File: src/rtl/utf8e_pkg.sv
`default_nettype none
// ----------------------------------------------------------------------------
// utf8e_pkg: shared types and constants of the UTF-8 encoder
// Payload structs of both channels, register indexes and code point bounds.
// ----------------------------------------------------------------------------
package utf8e_pkg;

  localparam int unsigned CP_W      = 31;
  localparam int unsigned CFG_IDX_W = 1;
  localparam int unsigned CFG_DAT_W = 16;
  localparam int unsigned CNT_W     = 16;

  // register indexes of the configuration port
  localparam logic [CFG_IDX_W-1:0] CFG_LIMIT_ENABLE = 1'd0;
  localparam logic [CFG_IDX_W-1:0] CFG_BYTE_LIMIT   = 1'd1;

  // first code point that has no encoding
  localparam logic [CP_W-1:0] CP_LIMIT = 31'h0011_0000;

  typedef struct packed {
    logic [CP_W-1:0] code_point;
    logic            string_start;
  } in_item_t;

  typedef struct packed {
    logic [7:0] out_byte;
    logic       char_end;
    logic       bad_code;
  } out_item_t;

endpackage : utf8e_pkg
`default_nettype wire

File: src/rtl/utf8_encode_with_byte_limit_core.sv
`default_nettype none
// ----------------------------------------------------------------------------
// utf8_encode_with_byte_limit_core: UTF-8 encoder with per-string byte limit
// The first byte of a character is on the output in the cycle after its transfer.
// A character of n bytes (1..4) holds the byte buffer until its last byte has
//   transferred; an item that emits nothing leaves it empty. The next item is
//   taken in the cycle the last byte of the previous character transfers.
// Reset (rst_n, synchronous): byte buffer empty, count and stop flag cleared,
//   limit disabled, byte limit zero.
// ----------------------------------------------------------------------------
module utf8_encode_with_byte_limit_core
  import utf8e_pkg::*;
(
  input  wire logic                 clk,
  input  wire logic                 rst_n,
  // input channel
  input  wire logic                 in_valid,
  output logic                      in_stall,
  input  wire in_item_t             in_data,
  // result channel
  output logic                      out_valid,
  input  wire logic                 out_stall,
  output out_item_t                 out_data,
  // configuration
  input  wire logic                 cfg_we,
  input  wire logic [CFG_IDX_W-1:0] cfg_index,
  input  wire logic [CFG_DAT_W-1:0] cfg_wdata
);

  // configuration registers
  logic             limit_enable_r;
  logic [CNT_W-1:0] byte_limit_r;

  // string state
  logic [CNT_W-1:0] bytes_emitted_r, bytes_emitted_nxt;
  logic             stopped_r, stopped_nxt;

  // byte buffer holding one encoded character
  logic [3:0][7:0]  buf_bytes_r, buf_bytes_nxt;
  logic [1:0]       buf_len_r, buf_len_nxt;     // byte count minus one
  logic [1:0]       buf_idx_r, buf_idx_nxt;
  logic             buf_bad_r, buf_bad_nxt;
  logic             buf_valid_r, buf_valid_nxt;

  logic             in_xfer, out_xfer, buf_last;

  // encode path
  logic [CP_W-1:0]  cp;
  logic [CNT_W-1:0] base_cnt;
  logic             base_stop;
  logic             cp_bad;
  logic [2:0]       enc_n;
  logic [3:0][7:0]  enc_bytes;
  logic [CNT_W:0]   total;
  logic             over_limit;

  assign buf_last = (buf_idx_r == buf_len_r);
  assign out_xfer = out_valid && !out_stall;
  assign in_stall = buf_valid_r && !(buf_last && !out_stall);
  assign in_xfer  = in_valid && !in_stall;

  assign out_valid         = buf_valid_r;
  assign out_data.out_byte = buf_bad_r ? 8'h00 : buf_bytes_r[buf_idx_r];
  assign out_data.char_end = !buf_bad_r && buf_last;
  assign out_data.bad_code = buf_bad_r;

  always_comb begin
    cp        = in_data.code_point;
    base_cnt  = in_data.string_start ? '0 : bytes_emitted_r;
    base_stop = in_data.string_start ? 1'b0 : stopped_r;
    cp_bad    = (cp >= CP_LIMIT);
    enc_bytes = '0;
    if (cp[CP_W-1:7] == '0) begin
      enc_n        = 3'd1;
      enc_bytes[0] = cp[7:0];
    end else if (cp[CP_W-1:11] == '0) begin
      enc_n        = 3'd2;
      enc_bytes[0] = {3'b110, cp[10:6]};
      enc_bytes[1] = {2'b10, cp[5:0]};
    end else if (cp[CP_W-1:16] == '0) begin
      enc_n        = 3'd3;
      enc_bytes[0] = {4'b1110, cp[15:12]};
      enc_bytes[1] = {2'b10, cp[11:6]};
      enc_bytes[2] = {2'b10, cp[5:0]};
    end else begin
      enc_n        = 3'd4;
      enc_bytes[0] = {5'b11110, cp[20:18]};
      enc_bytes[1] = {2'b10, cp[17:12]};
      enc_bytes[2] = {2'b10, cp[11:6]};
      enc_bytes[3] = {2'b10, cp[5:0]};
    end
    total      = {1'b0, base_cnt} + {{(CNT_W-2){1'b0}}, enc_n};
    over_limit = limit_enable_r && (total > {1'b0, byte_limit_r});
  end

  always_comb begin
    bytes_emitted_nxt = bytes_emitted_r;
    stopped_nxt       = stopped_r;
    buf_bytes_nxt     = buf_bytes_r;
    buf_len_nxt       = buf_len_r;
    buf_idx_nxt       = buf_idx_r;
    buf_bad_nxt       = buf_bad_r;
    buf_valid_nxt     = buf_valid_r;

    if (out_xfer) begin
      if (buf_last) begin
        buf_valid_nxt = 1'b0;
      end else begin
        buf_idx_nxt = buf_idx_r + 2'd1;
      end
    end

    if (in_xfer) begin
      bytes_emitted_nxt = base_cnt;
      stopped_nxt       = base_stop;
      if (!base_stop) begin
        if (cp_bad) begin
          stopped_nxt   = 1'b1;
          buf_valid_nxt = 1'b1;
          buf_bad_nxt   = 1'b1;
          buf_len_nxt   = 2'd0;
          buf_idx_nxt   = 2'd0;
        end else if (over_limit) begin
          stopped_nxt = 1'b1;
        end else begin
          buf_valid_nxt = 1'b1;
          buf_bad_nxt   = 1'b0;
          buf_bytes_nxt = enc_bytes;
          buf_len_nxt   = 2'(enc_n - 3'd1);
          buf_idx_nxt   = 2'd0;
          // count saturates at all ones
          bytes_emitted_nxt = total[CNT_W] ? '1 : total[CNT_W-1:0];
        end
      end
    end
  end

  always_ff @(posedge clk) begin
    if (!rst_n) begin
      limit_enable_r  <= 1'b0;
      byte_limit_r    <= '0;
      bytes_emitted_r <= '0;
      stopped_r       <= 1'b0;
      buf_valid_r     <= 1'b0;
      buf_idx_r       <= '0;
      buf_len_r       <= '0;
      buf_bad_r       <= 1'b0;
    end else begin
      if (cfg_we) begin
        case (cfg_index)
          CFG_LIMIT_ENABLE: limit_enable_r <= cfg_wdata[0];
          CFG_BYTE_LIMIT:   byte_limit_r   <= cfg_wdata[CNT_W-1:0];
          default: ;
        endcase
      end
      bytes_emitted_r <= bytes_emitted_nxt;
      stopped_r       <= stopped_nxt;
      buf_valid_r     <= buf_valid_nxt;
      buf_idx_r       <= buf_idx_nxt;
      buf_len_r       <= buf_len_nxt;
      buf_bad_r       <= buf_bad_nxt;
    end
  end

  // payload bytes, no reset
  always_ff @(posedge clk) begin
    buf_bytes_r <= buf_bytes_nxt;
  end

  // an item is only taken into a busy buffer as its last result leaves
  a_in_on_last: assert property (@(posedge clk) disable iff (!rst_n)
    (in_xfer && buf_valid_r) |-> (out_xfer && (out_data.char_end || out_data.bad_code)))
    else $error("input taken while buffer still holds bytes");

  // error results carry no byte and no character end
  a_bad_clean: assert property (@(posedge clk) disable iff (!rst_n)
    (out_valid && out_data.bad_code) |-> (out_data.out_byte == 8'h00 && !out_data.char_end))
    else $error("error result carries byte data");

  // a partial character advances by one byte per transfer
  a_idx_step: assert property (@(posedge clk) disable iff (!rst_n)
    (out_xfer && !buf_last) |=> (out_valid && buf_idx_r == $past(buf_idx_r) + 2'd1))
    else $error("byte index did not advance");

  a_reset_empty: assert property (@(posedge clk) !rst_n |=> !out_valid)
    else $error("output valid after reset");

endmodule : utf8_encode_with_byte_limit_core
`default_nettype wire
File: config.mk
export PLATFORM = sky130hd
export DESIGN_NAME = utf8_encode_with_byte_limit_core
export DESIGN_NICKNAME = d
export VERILOG_FILES = /design/src/rtl/utf8e_pkg.sv /design/src/rtl/utf8_encode_with_byte_limit_core.sv
export SDC_FILE = /design/constraint.sdc
export NUM_CORES = 1
export LEC_CHECK = 0
export ABC_AREA = 1
export BUFFER_PORTS_ARGS = -buffer_cell sky130_fd_sc_hd__buf_2
export CORE_MARGIN = 10
export CORE_UTILIZATION = 55
export DETAILED_ROUTE_END_ITERATION = 7
export PLACE_DENSITY = 0.81
export SYNTH_ARGS = -nofsm -noshare
export SYNTH_HDL_FRONTEND = slang
export SYNTH_SLANG_ARGS = --single-unit
File: constraint.sdc
create_clock -name clk -period 6.05 [get_ports clk]
set_input_delay 0.3025 -clock clk [delete_from_list [all_inputs] [get_ports clk]]
set_output_delay 0.3025 -clock clk [all_outputs]
set_load 0.02 [all_outputs]
==> impl_summary.txt, run 1 <==
----------------------------------------------------
[Place]
  RD Place Congestion ... between 0.9 and 1
  Worst slack, placed ... around 0.60 ns
  Hpwl dp ... 8.416 mm
  Number of port buffers ... 65

[Drt]
  Drt drc ... 0
  Routed via count ... roughly 4000
  Final wirelength ... 10.76 mm
  Per-cell via count in the routed design ... 5.394
  Length of the first detailed-routing pass in iterations ... 6
  Starting DRT DRC Count ... 451
  Post-DR wirelength/cell ... approximately 14 µm
  Number of antenna-violating nets in the routed design ... 0

[CTS]
  Maximum root-to-sink buffer count ... 2
  Resized Gates After CTS ... 0
  Clock-pin slew reported for the worst setup and hold paths after clock tree synthesis ... 0.08 ns
  Clock latency at the later pin of the worst-skew pair ... between 0.3 and 0.4 ns
  CTS tree ... built
  CTS Root Cell ... clkbuf_8
  Total clock buffers created by CTS ... 9
  Number of H-tree branching levels ... 3
  Number of sinks on the clock net ... 69
  Number of buffers inserted by hold repair at cts ... 0
  Post-CTS setup-driven buffer insertion count ... 0

[Cells and area]
  Share of cells above drive strength 1 ... between 15 and 20%
  Final net count ... roughly 710
  Number of antenna diodes ... 0
  Area growth from synthesis to final layout ... 13.00%
  Leading cell type in the layout, fill and taps excluded ... nand2_1
  Highest-count cells in the layout ignoring fill and taps ... 118 x nand2_1, 80 x inv_1, 67 x nor2_1
  Final design utilization ... a little under two thirds

[Synthesis]
  Largest area contributor in the synthesized netlist ... edfxtp_1
  Cell count after synthesis ... 578
  Post-synth top flop ... dfxtp_1
  Share of flip-flops with an asynchronous set or reset after synthesis ... 0%
  EDFF count, synth ... 29
  Distinct cell type count of the synthesized netlist ... 48
  Post-Synthesis Net Count ... ~650
  Syn_area_per_cell ... ~7.5 µm²
  Area share of the largest cell type after synthesis ... 20.19%
  Warnings from Yosys ... 0
  Portion of the post-synthesis area used by sequential elements ... just under 40%
  Register bit total from synthesis ... just under 70
  Largest cells by area after synthesis ... edfxtp_1 20%, dfxtp_1 19%, nand2_1 10%, inv_1 7.0%, nor2_1 5.8%
  Netlist area before placement ... 0.004313 mm²

[Global routing]
  Vias in the first global route ... approximately 3900
  Overall track demand over capacity in global routing ... 18.78%
  Remaining Overflow, GRT ... 0
  Initial antenna violation count ... 0
  Global-route wire length before repair ... between 15 and 20 mm
  Pin count of the biggest net entering global routing ... 32

[Power]
  Leakage power of the design ... about 2.3 nW
  Overall power after layout ... 0.001024 W
  PD cells ... around 210 mW/mm²
  Maximum vdd ir drop ... about 140 µV

[Critical path]
  FF-to-FF path depth ... 22
  Critical path data required time ... just over 6 ns
  Crit path from ... in_data[22]
  Startpoint of the worst-slack reg-to-reg timing path ... bytes_emitted_r[0]
  Most common cell on crit path ... nand2_1
  Highest-delay cell along the critical path ... nor2_2
  Arr. time, crit path ... approximately 5.2 ns
  Critical path type ... in -> reg
  Critical Path Source Type ... input port
  Critical path endpoint category ... flop
  Highest cell delay on the worst timing path ... between 0.3 and 0.4 ns
  Maximum fanout along the worst path ... 31

[STA]
  Maximum clock frequency ... 194.4 MHz
  Relative slew slack ... a little over a third
  Total count of hold-check failures in the final report ... 0
  Setup skew after layout ... roughly 0.011 ns
  Final setup violation count ... 0
  Sum of negative setup slack ... 0 ns
  Final clock period utilization by the worst path ... between 80% and 90%
  Setup repair after global routing missed its margin ... no
  Smallest setup slack after layout ... just over 0.9 ns
  Minimum period implied by the final worst setup slack ... between 5 and 6 ns
  Slew of the pin with the lowest slew margin ... around 0.95 ns
  Final Max Tran Viols ... 0

[Die]
  Cell Rows ... 32
  Die Height ... 108.6 µm
  Total core area ... roughly 0.0077 mm²
  Number of primary I/O pins ... 66
  Die extent in x ... 108.6 µm
  Initial Utilization ... 56.10%
  Die Outline Area ... around 0.012 mm²

[Worst hold path]
  Number of cells on the worst hold path ... 3
  Class of the most critical hold timing path ... in -> reg
  Source of the worst hold timing path ... cfg_wdata[0]

[Run status]
  Status ... completed

[Flow run]
  Max-cap violations ... 0

----------------------------------------------------
==> cell type report <==
type,count,area (µm²)
fill,694,2814
multi-input combinational,407,2227
sequential,69,1672
timing repair buffer,66,332.8
inverter,84,315.3
tap,102,127.6
clock buffer,9,123.9
clock inverter,7,75.07
==> report_power, final <==
group | leakage (nW) | switching [W] | internal, W | total, W
registers | 0.612 | 0.00000979 | 0.000498 | 0.000508
clock network | 0.0935 | 0.000185 | 0.000192 | 0.000376
logic | 1.61 | 0.0000885 | 0.0000513 | 0.000140
total | 2.32 | 0.000283 | 0.000741 | 0.00102
==> metrics by stage <==
step | std cells | instance area (µm²) | hold WS (ns)
after floorplan | 578 | 4313 | 0.4346
after global placement | 728 | 4674 | 0.4493
after detailed placement | 728 | 4674 | 0.4573
after CTS | 744 | 4873 | 0.2038
after global routing | 744 | 4873 | 0.2194
final | 744 | 4873 | 0.2148
==> sequential cells by signal, indices dropped and copies added, names as in the netlist <==
name             flops
buf_bad_r            1
buf_bytes_r         29
buf_idx_r            2
buf_len_r            2
byte_limit_r        16
bytes_emitted_r     16
limit_enable_r       1
out_valid            1
stopped_r            1
==> final timing paths <==
path                            slack, ns                to
worst max-delay path                 0.91   buf_bytes_r[23]
worst min-delay path                 0.21   byte_limit_r[0]
worst max register to register       2.07   buf_bytes_r[23]
worst min register to register       0.47  byte_limit_r[14]
==> cell families after synthesis <==
kind of cell | synth area share (%)
AO/OA/AOI/OAI | 15.61
XOR/XNOR | 2.437
adder cells (fa/ha/maj) | 5.976
buffers and inverters | 9.602
flip-flops | 38.76
AND/OR/NAND/NOR | 27.62
==> synthesized netlist by cell type (2+ instances only) <==
cell	count
o22ai_1	5
xnor2_1	2
clkinv_1	3
clkbuf_1	9
buf_6	3
nand2_1	118
nand2_2	4
or2_2	4
nor4_1	3
inv_1	80
nand4_1	3
buf_4	2
nor3_4	2
nor2_1	67
nor2_8	2
a21oi_1	42
nand3b_1	2
buf_1	3
xor2_1	10
ha_1	19
a22oi_1	2
dfxtp_1	40
nor2_2	6
o221ai_1	4
edfxtp_1	29
a31oi_1	16
nor3_1	2
nand3_1	37
o21ai_0	40
==> worst max-delay path: cells and delay by family <==
family          cells  cell delay [ns]
buf+inv             6             0.83
compound gates      2             0.29
xor+xnor            1             0.23
simple gates       18             2.79
fa+ha+maj           3             0.68
==> layer usage <==
metal  global-route usage, %  routed length (µm)
met1                   22.11                4474
met2                   32.97                5446
met3                   3.093                 619
met4                   8.004                 223
met5                       0                   0
Note: power is estimated with default switching activity, not from simulation.
==> run 2, diff against run 1 <==
- MAX_ROUTING_LAYER: default -> met4
==> run 2 against run 1 <==
  * Worst hold slack got worse by 0.0079 ns
  * Clock skew fell by 0.0021 ns
  * Combinational power hardly changed
  * Largest cell class unchanged
==> impl_summary.txt, run 2 (same netlist as run 1, synthesis figures left out) <==
----------------------------------------------------
[STA]
  Final setup violation count ... 0 (unchanged)
  Maximum clock frequency ... 192.7 MHz (was 194.4 MHz)
  Setup skew after layout ... 0.008585 ns (was 0.01072 ns)
  Final Max Tran Viols ... 0 (unchanged)
  Hold slack ... 0.2069 ns (was 0.2148 ns)
  Sum of negative setup slack ... 0 ns (unchanged)
  Setup repair after global routing missed its margin ... no (unchanged)
  Relative slew slack ... 39.15% (was 36.62%)
  Minimum period implied by the final worst setup slack ... 5.190 ns (was 5.143 ns)
  Slew of the pin with the lowest slew margin ... 0.9093 ns (was 0.9472 ns)
  Final clock period utilization by the worst path ... 85.78% (was 85.01%)
  Total count of hold-check failures in the final report ... 0 (unchanged)

[Die]
  Total core area ... 0.007687 mm² (unchanged)
  Initial Utilization ... 56.10% (unchanged)
  Cell Rows ... 32 (unchanged)
  Number of primary I/O pins ... 66 (unchanged)
  Die Outline Area ... 0.01178 mm² (unchanged)
  Die Height ... 108.6 µm (unchanged)
  Die extent in x ... 108.6 µm (unchanged)

[CTS]
  Clock latency at the later pin of the worst-skew pair ... 0.36 ns (was 0.35 ns)
  Clock-pin slew reported for the worst setup and hold paths after clock tree synthesis ... 0.08 ns (about the same)
  Resized Gates After CTS ... 0 (unchanged)
  Number of sinks on the clock net ... 69 (unchanged)
  Post-CTS setup-driven buffer insertion count ... 0 (unchanged)
  Number of H-tree branching levels ... 3 (unchanged)
  CTS Root Cell ... clkbuf_8 (unchanged)
  Total clock buffers created by CTS ... 9 (unchanged)
  Maximum root-to-sink buffer count ... 2 (unchanged)
  CTS tree ... built (unchanged)
  Number of buffers inserted by hold repair at cts ... 0 (unchanged)

[Flow run]
  Max-cap violations ... 0 (unchanged)

[Drt]
  Number of antenna-violating nets in the routed design ... 0 (unchanged)
  Final wirelength ... 11.04 mm (was 10.76 mm)
  Routed via count ... 4102 (was 4013)
  Length of the first detailed-routing pass in iterations ... 6 (unchanged)
  Starting DRT DRC Count ... 312 (was 451)
  Post-DR wirelength/cell ... 14.84 µm (was 14.47 µm)
  Per-cell via count in the routed design ... 5.513 (was 5.394)
  Drt drc ... 0 (unchanged)

[Global routing]
  Initial antenna violation count ... 0 (unchanged)
  Overall track demand over capacity in global routing ... 19.57% (was 18.78%)
  Pin count of the biggest net entering global routing ... 32 (unchanged)
  Remaining Overflow, GRT ... 0 (unchanged)
  Vias in the first global route ... 3942 (was 3872)
  Global-route wire length before repair ... 18.08 mm (was 17.86 mm)

[Cells and area]
  Final net count ... 711 (unchanged)
  Share of cells above drive strength 1 ... 17.13% (unchanged)
  Flip-flop count of the largest register, all copies and words added ... 29 (unchanged)
  Highest-count cells in the layout ignoring fill and taps ... 118 x nand2_1, 80 x inv_1, 67 x nor2_1 (unchanged)
  Registers with the most flip-flops ... buf_bytes_r x29, byte_limit_r x16, bytes_emitted_r x16 (unchanged)
  Area growth from synthesis to final layout ... 12.97% (was 13.00%)
  Top reg by flops ... buf_bytes_r (unchanged)
  Final-layout fill cell count ... 658 (was 694)
  Area of the multi-input gates ... 0.002227 mm² (unchanged)
  Leading cell type in the layout, fill and taps excluded ... nand2_1 (unchanged)
  Reg area ... 0.001672 mm² (unchanged)
  Number of antenna diodes ... 0 (unchanged)

[Critical path]
  Highest cell delay on the worst timing path ... 0.35 ns (was 0.36 ns)
  Highest-delay cell along the critical path ... nor2_2 (unchanged)
  Critical path endpoint category ... flop (unchanged)
  Critical Path Source Type ... input port (unchanged)
  Dominant delay contributor by cell family on the critical path ... simple AND/OR/NAND/NOR gates (unchanged)
  Count of buffer and inverter cells on the critical path ... 5 (was 6)
  Critical path type ... in -> reg (unchanged)
  Arr. time, crit path ... 5.21 ns (was 5.15 ns)
  Most common cell on crit path ... nand2_1 (unchanged)
  Maximum fanout along the worst path ... 31 (unchanged)
  Critical path data required time ... 6.07 ns (was 6.05 ns)

[Place]
  Number of port buffers ... 65 (unchanged)
  Hpwl dp ... 8.445 mm (was 8.416 mm)
  RD Place Congestion ... 0.9761 (was 0.9394)

[Run status]
  Status ... completed (unchanged)

[Power]
  PD cells ... 211.1 mW/mm² (was 210.1 mW/mm²)
  Maximum vdd ir drop ... 131.6 µV (was 139.6 µV)
  Leakage power of the design ... 2.323 nW (was 2.319 nW)

[Worst hold path]
  Class of the most critical hold timing path ... in -> reg (unchanged)

----------------------------------------------------
-- run 2: path summary, 6_finish.rpt --
kind                                    endpoint                from  cells past startpoint  slack (ns)
worst min register to register  byte_limit_r[15]    byte_limit_r[15]                      2        0.47
worst min-delay path             byte_limit_r[0]        cfg_wdata[0]                      3        0.21
worst max register to register   buf_bytes_r[20]  bytes_emitted_r[0]                     23        1.98
worst max-delay path             buf_bytes_r[20]         in_data[26]                     32        0.86
-- run 2: area by class of cell --
class	count	area share, %
repair buffers	66	6.831
clock buffers	9	2.542
inverters	84	6.471
multi-input cells	407	45.71
well taps	102	2.619
flip-flops and latches	69	34.31
clock inverters	7	1.515
-- run 2: per-stage QoR --
stage | worst slack, ns | total power (W) | util, % | cells | instance area [µm²]
6_report | 0.8601 | 0.001028 | 63.38 | 744 | 4872
4_1_cts | 0.9490 | 0.001031 | 63.38 | 744 | 4872
5_1_grt | 0.3047 | 0.001074 | 63.38 | 744 | 4872
3_5_place_dp | 0.6119 | 0.0006571 | 60.81 | 728 | 4674
3_3_place_gp | 0.7701 | 0.0006524 | 60.81 | 728 | 4674
2_1_floorplan | 1.206 | 0.0006107 | - | 578 | 4313
-- run 2: per-layer routing --
| layer | up-vias | wire length [µm] | track usage (%) |
|---|---|---|---|
| met1 | 1866 | 4606 | 22.03 |
| li1 | 2039 | - | - |
| met5 | - | 0 | - |
| met4 | 0 | 271 | 7.345 |
| met2 | 172 | 5500 | 33.53 |
| met3 | 25 | 660 | 3.926 |
-- run 2: power breakdown --
group	internal, W	leakage (nW)	switching, W	total, W
logic	0.0000513	1.61	0.0000896	0.000141
registers	0.000498	0.612	0.00000992	0.000508
clock network	0.000192	0.0978	0.000188	0.000380
total	0.000741	2.32	0.000287	0.00103
-- run 2: tightest hold or removal path: stages --
cell and delay [ns]:
buf_2 0.10, nand3_1 0.06, a21oi_1 0.06
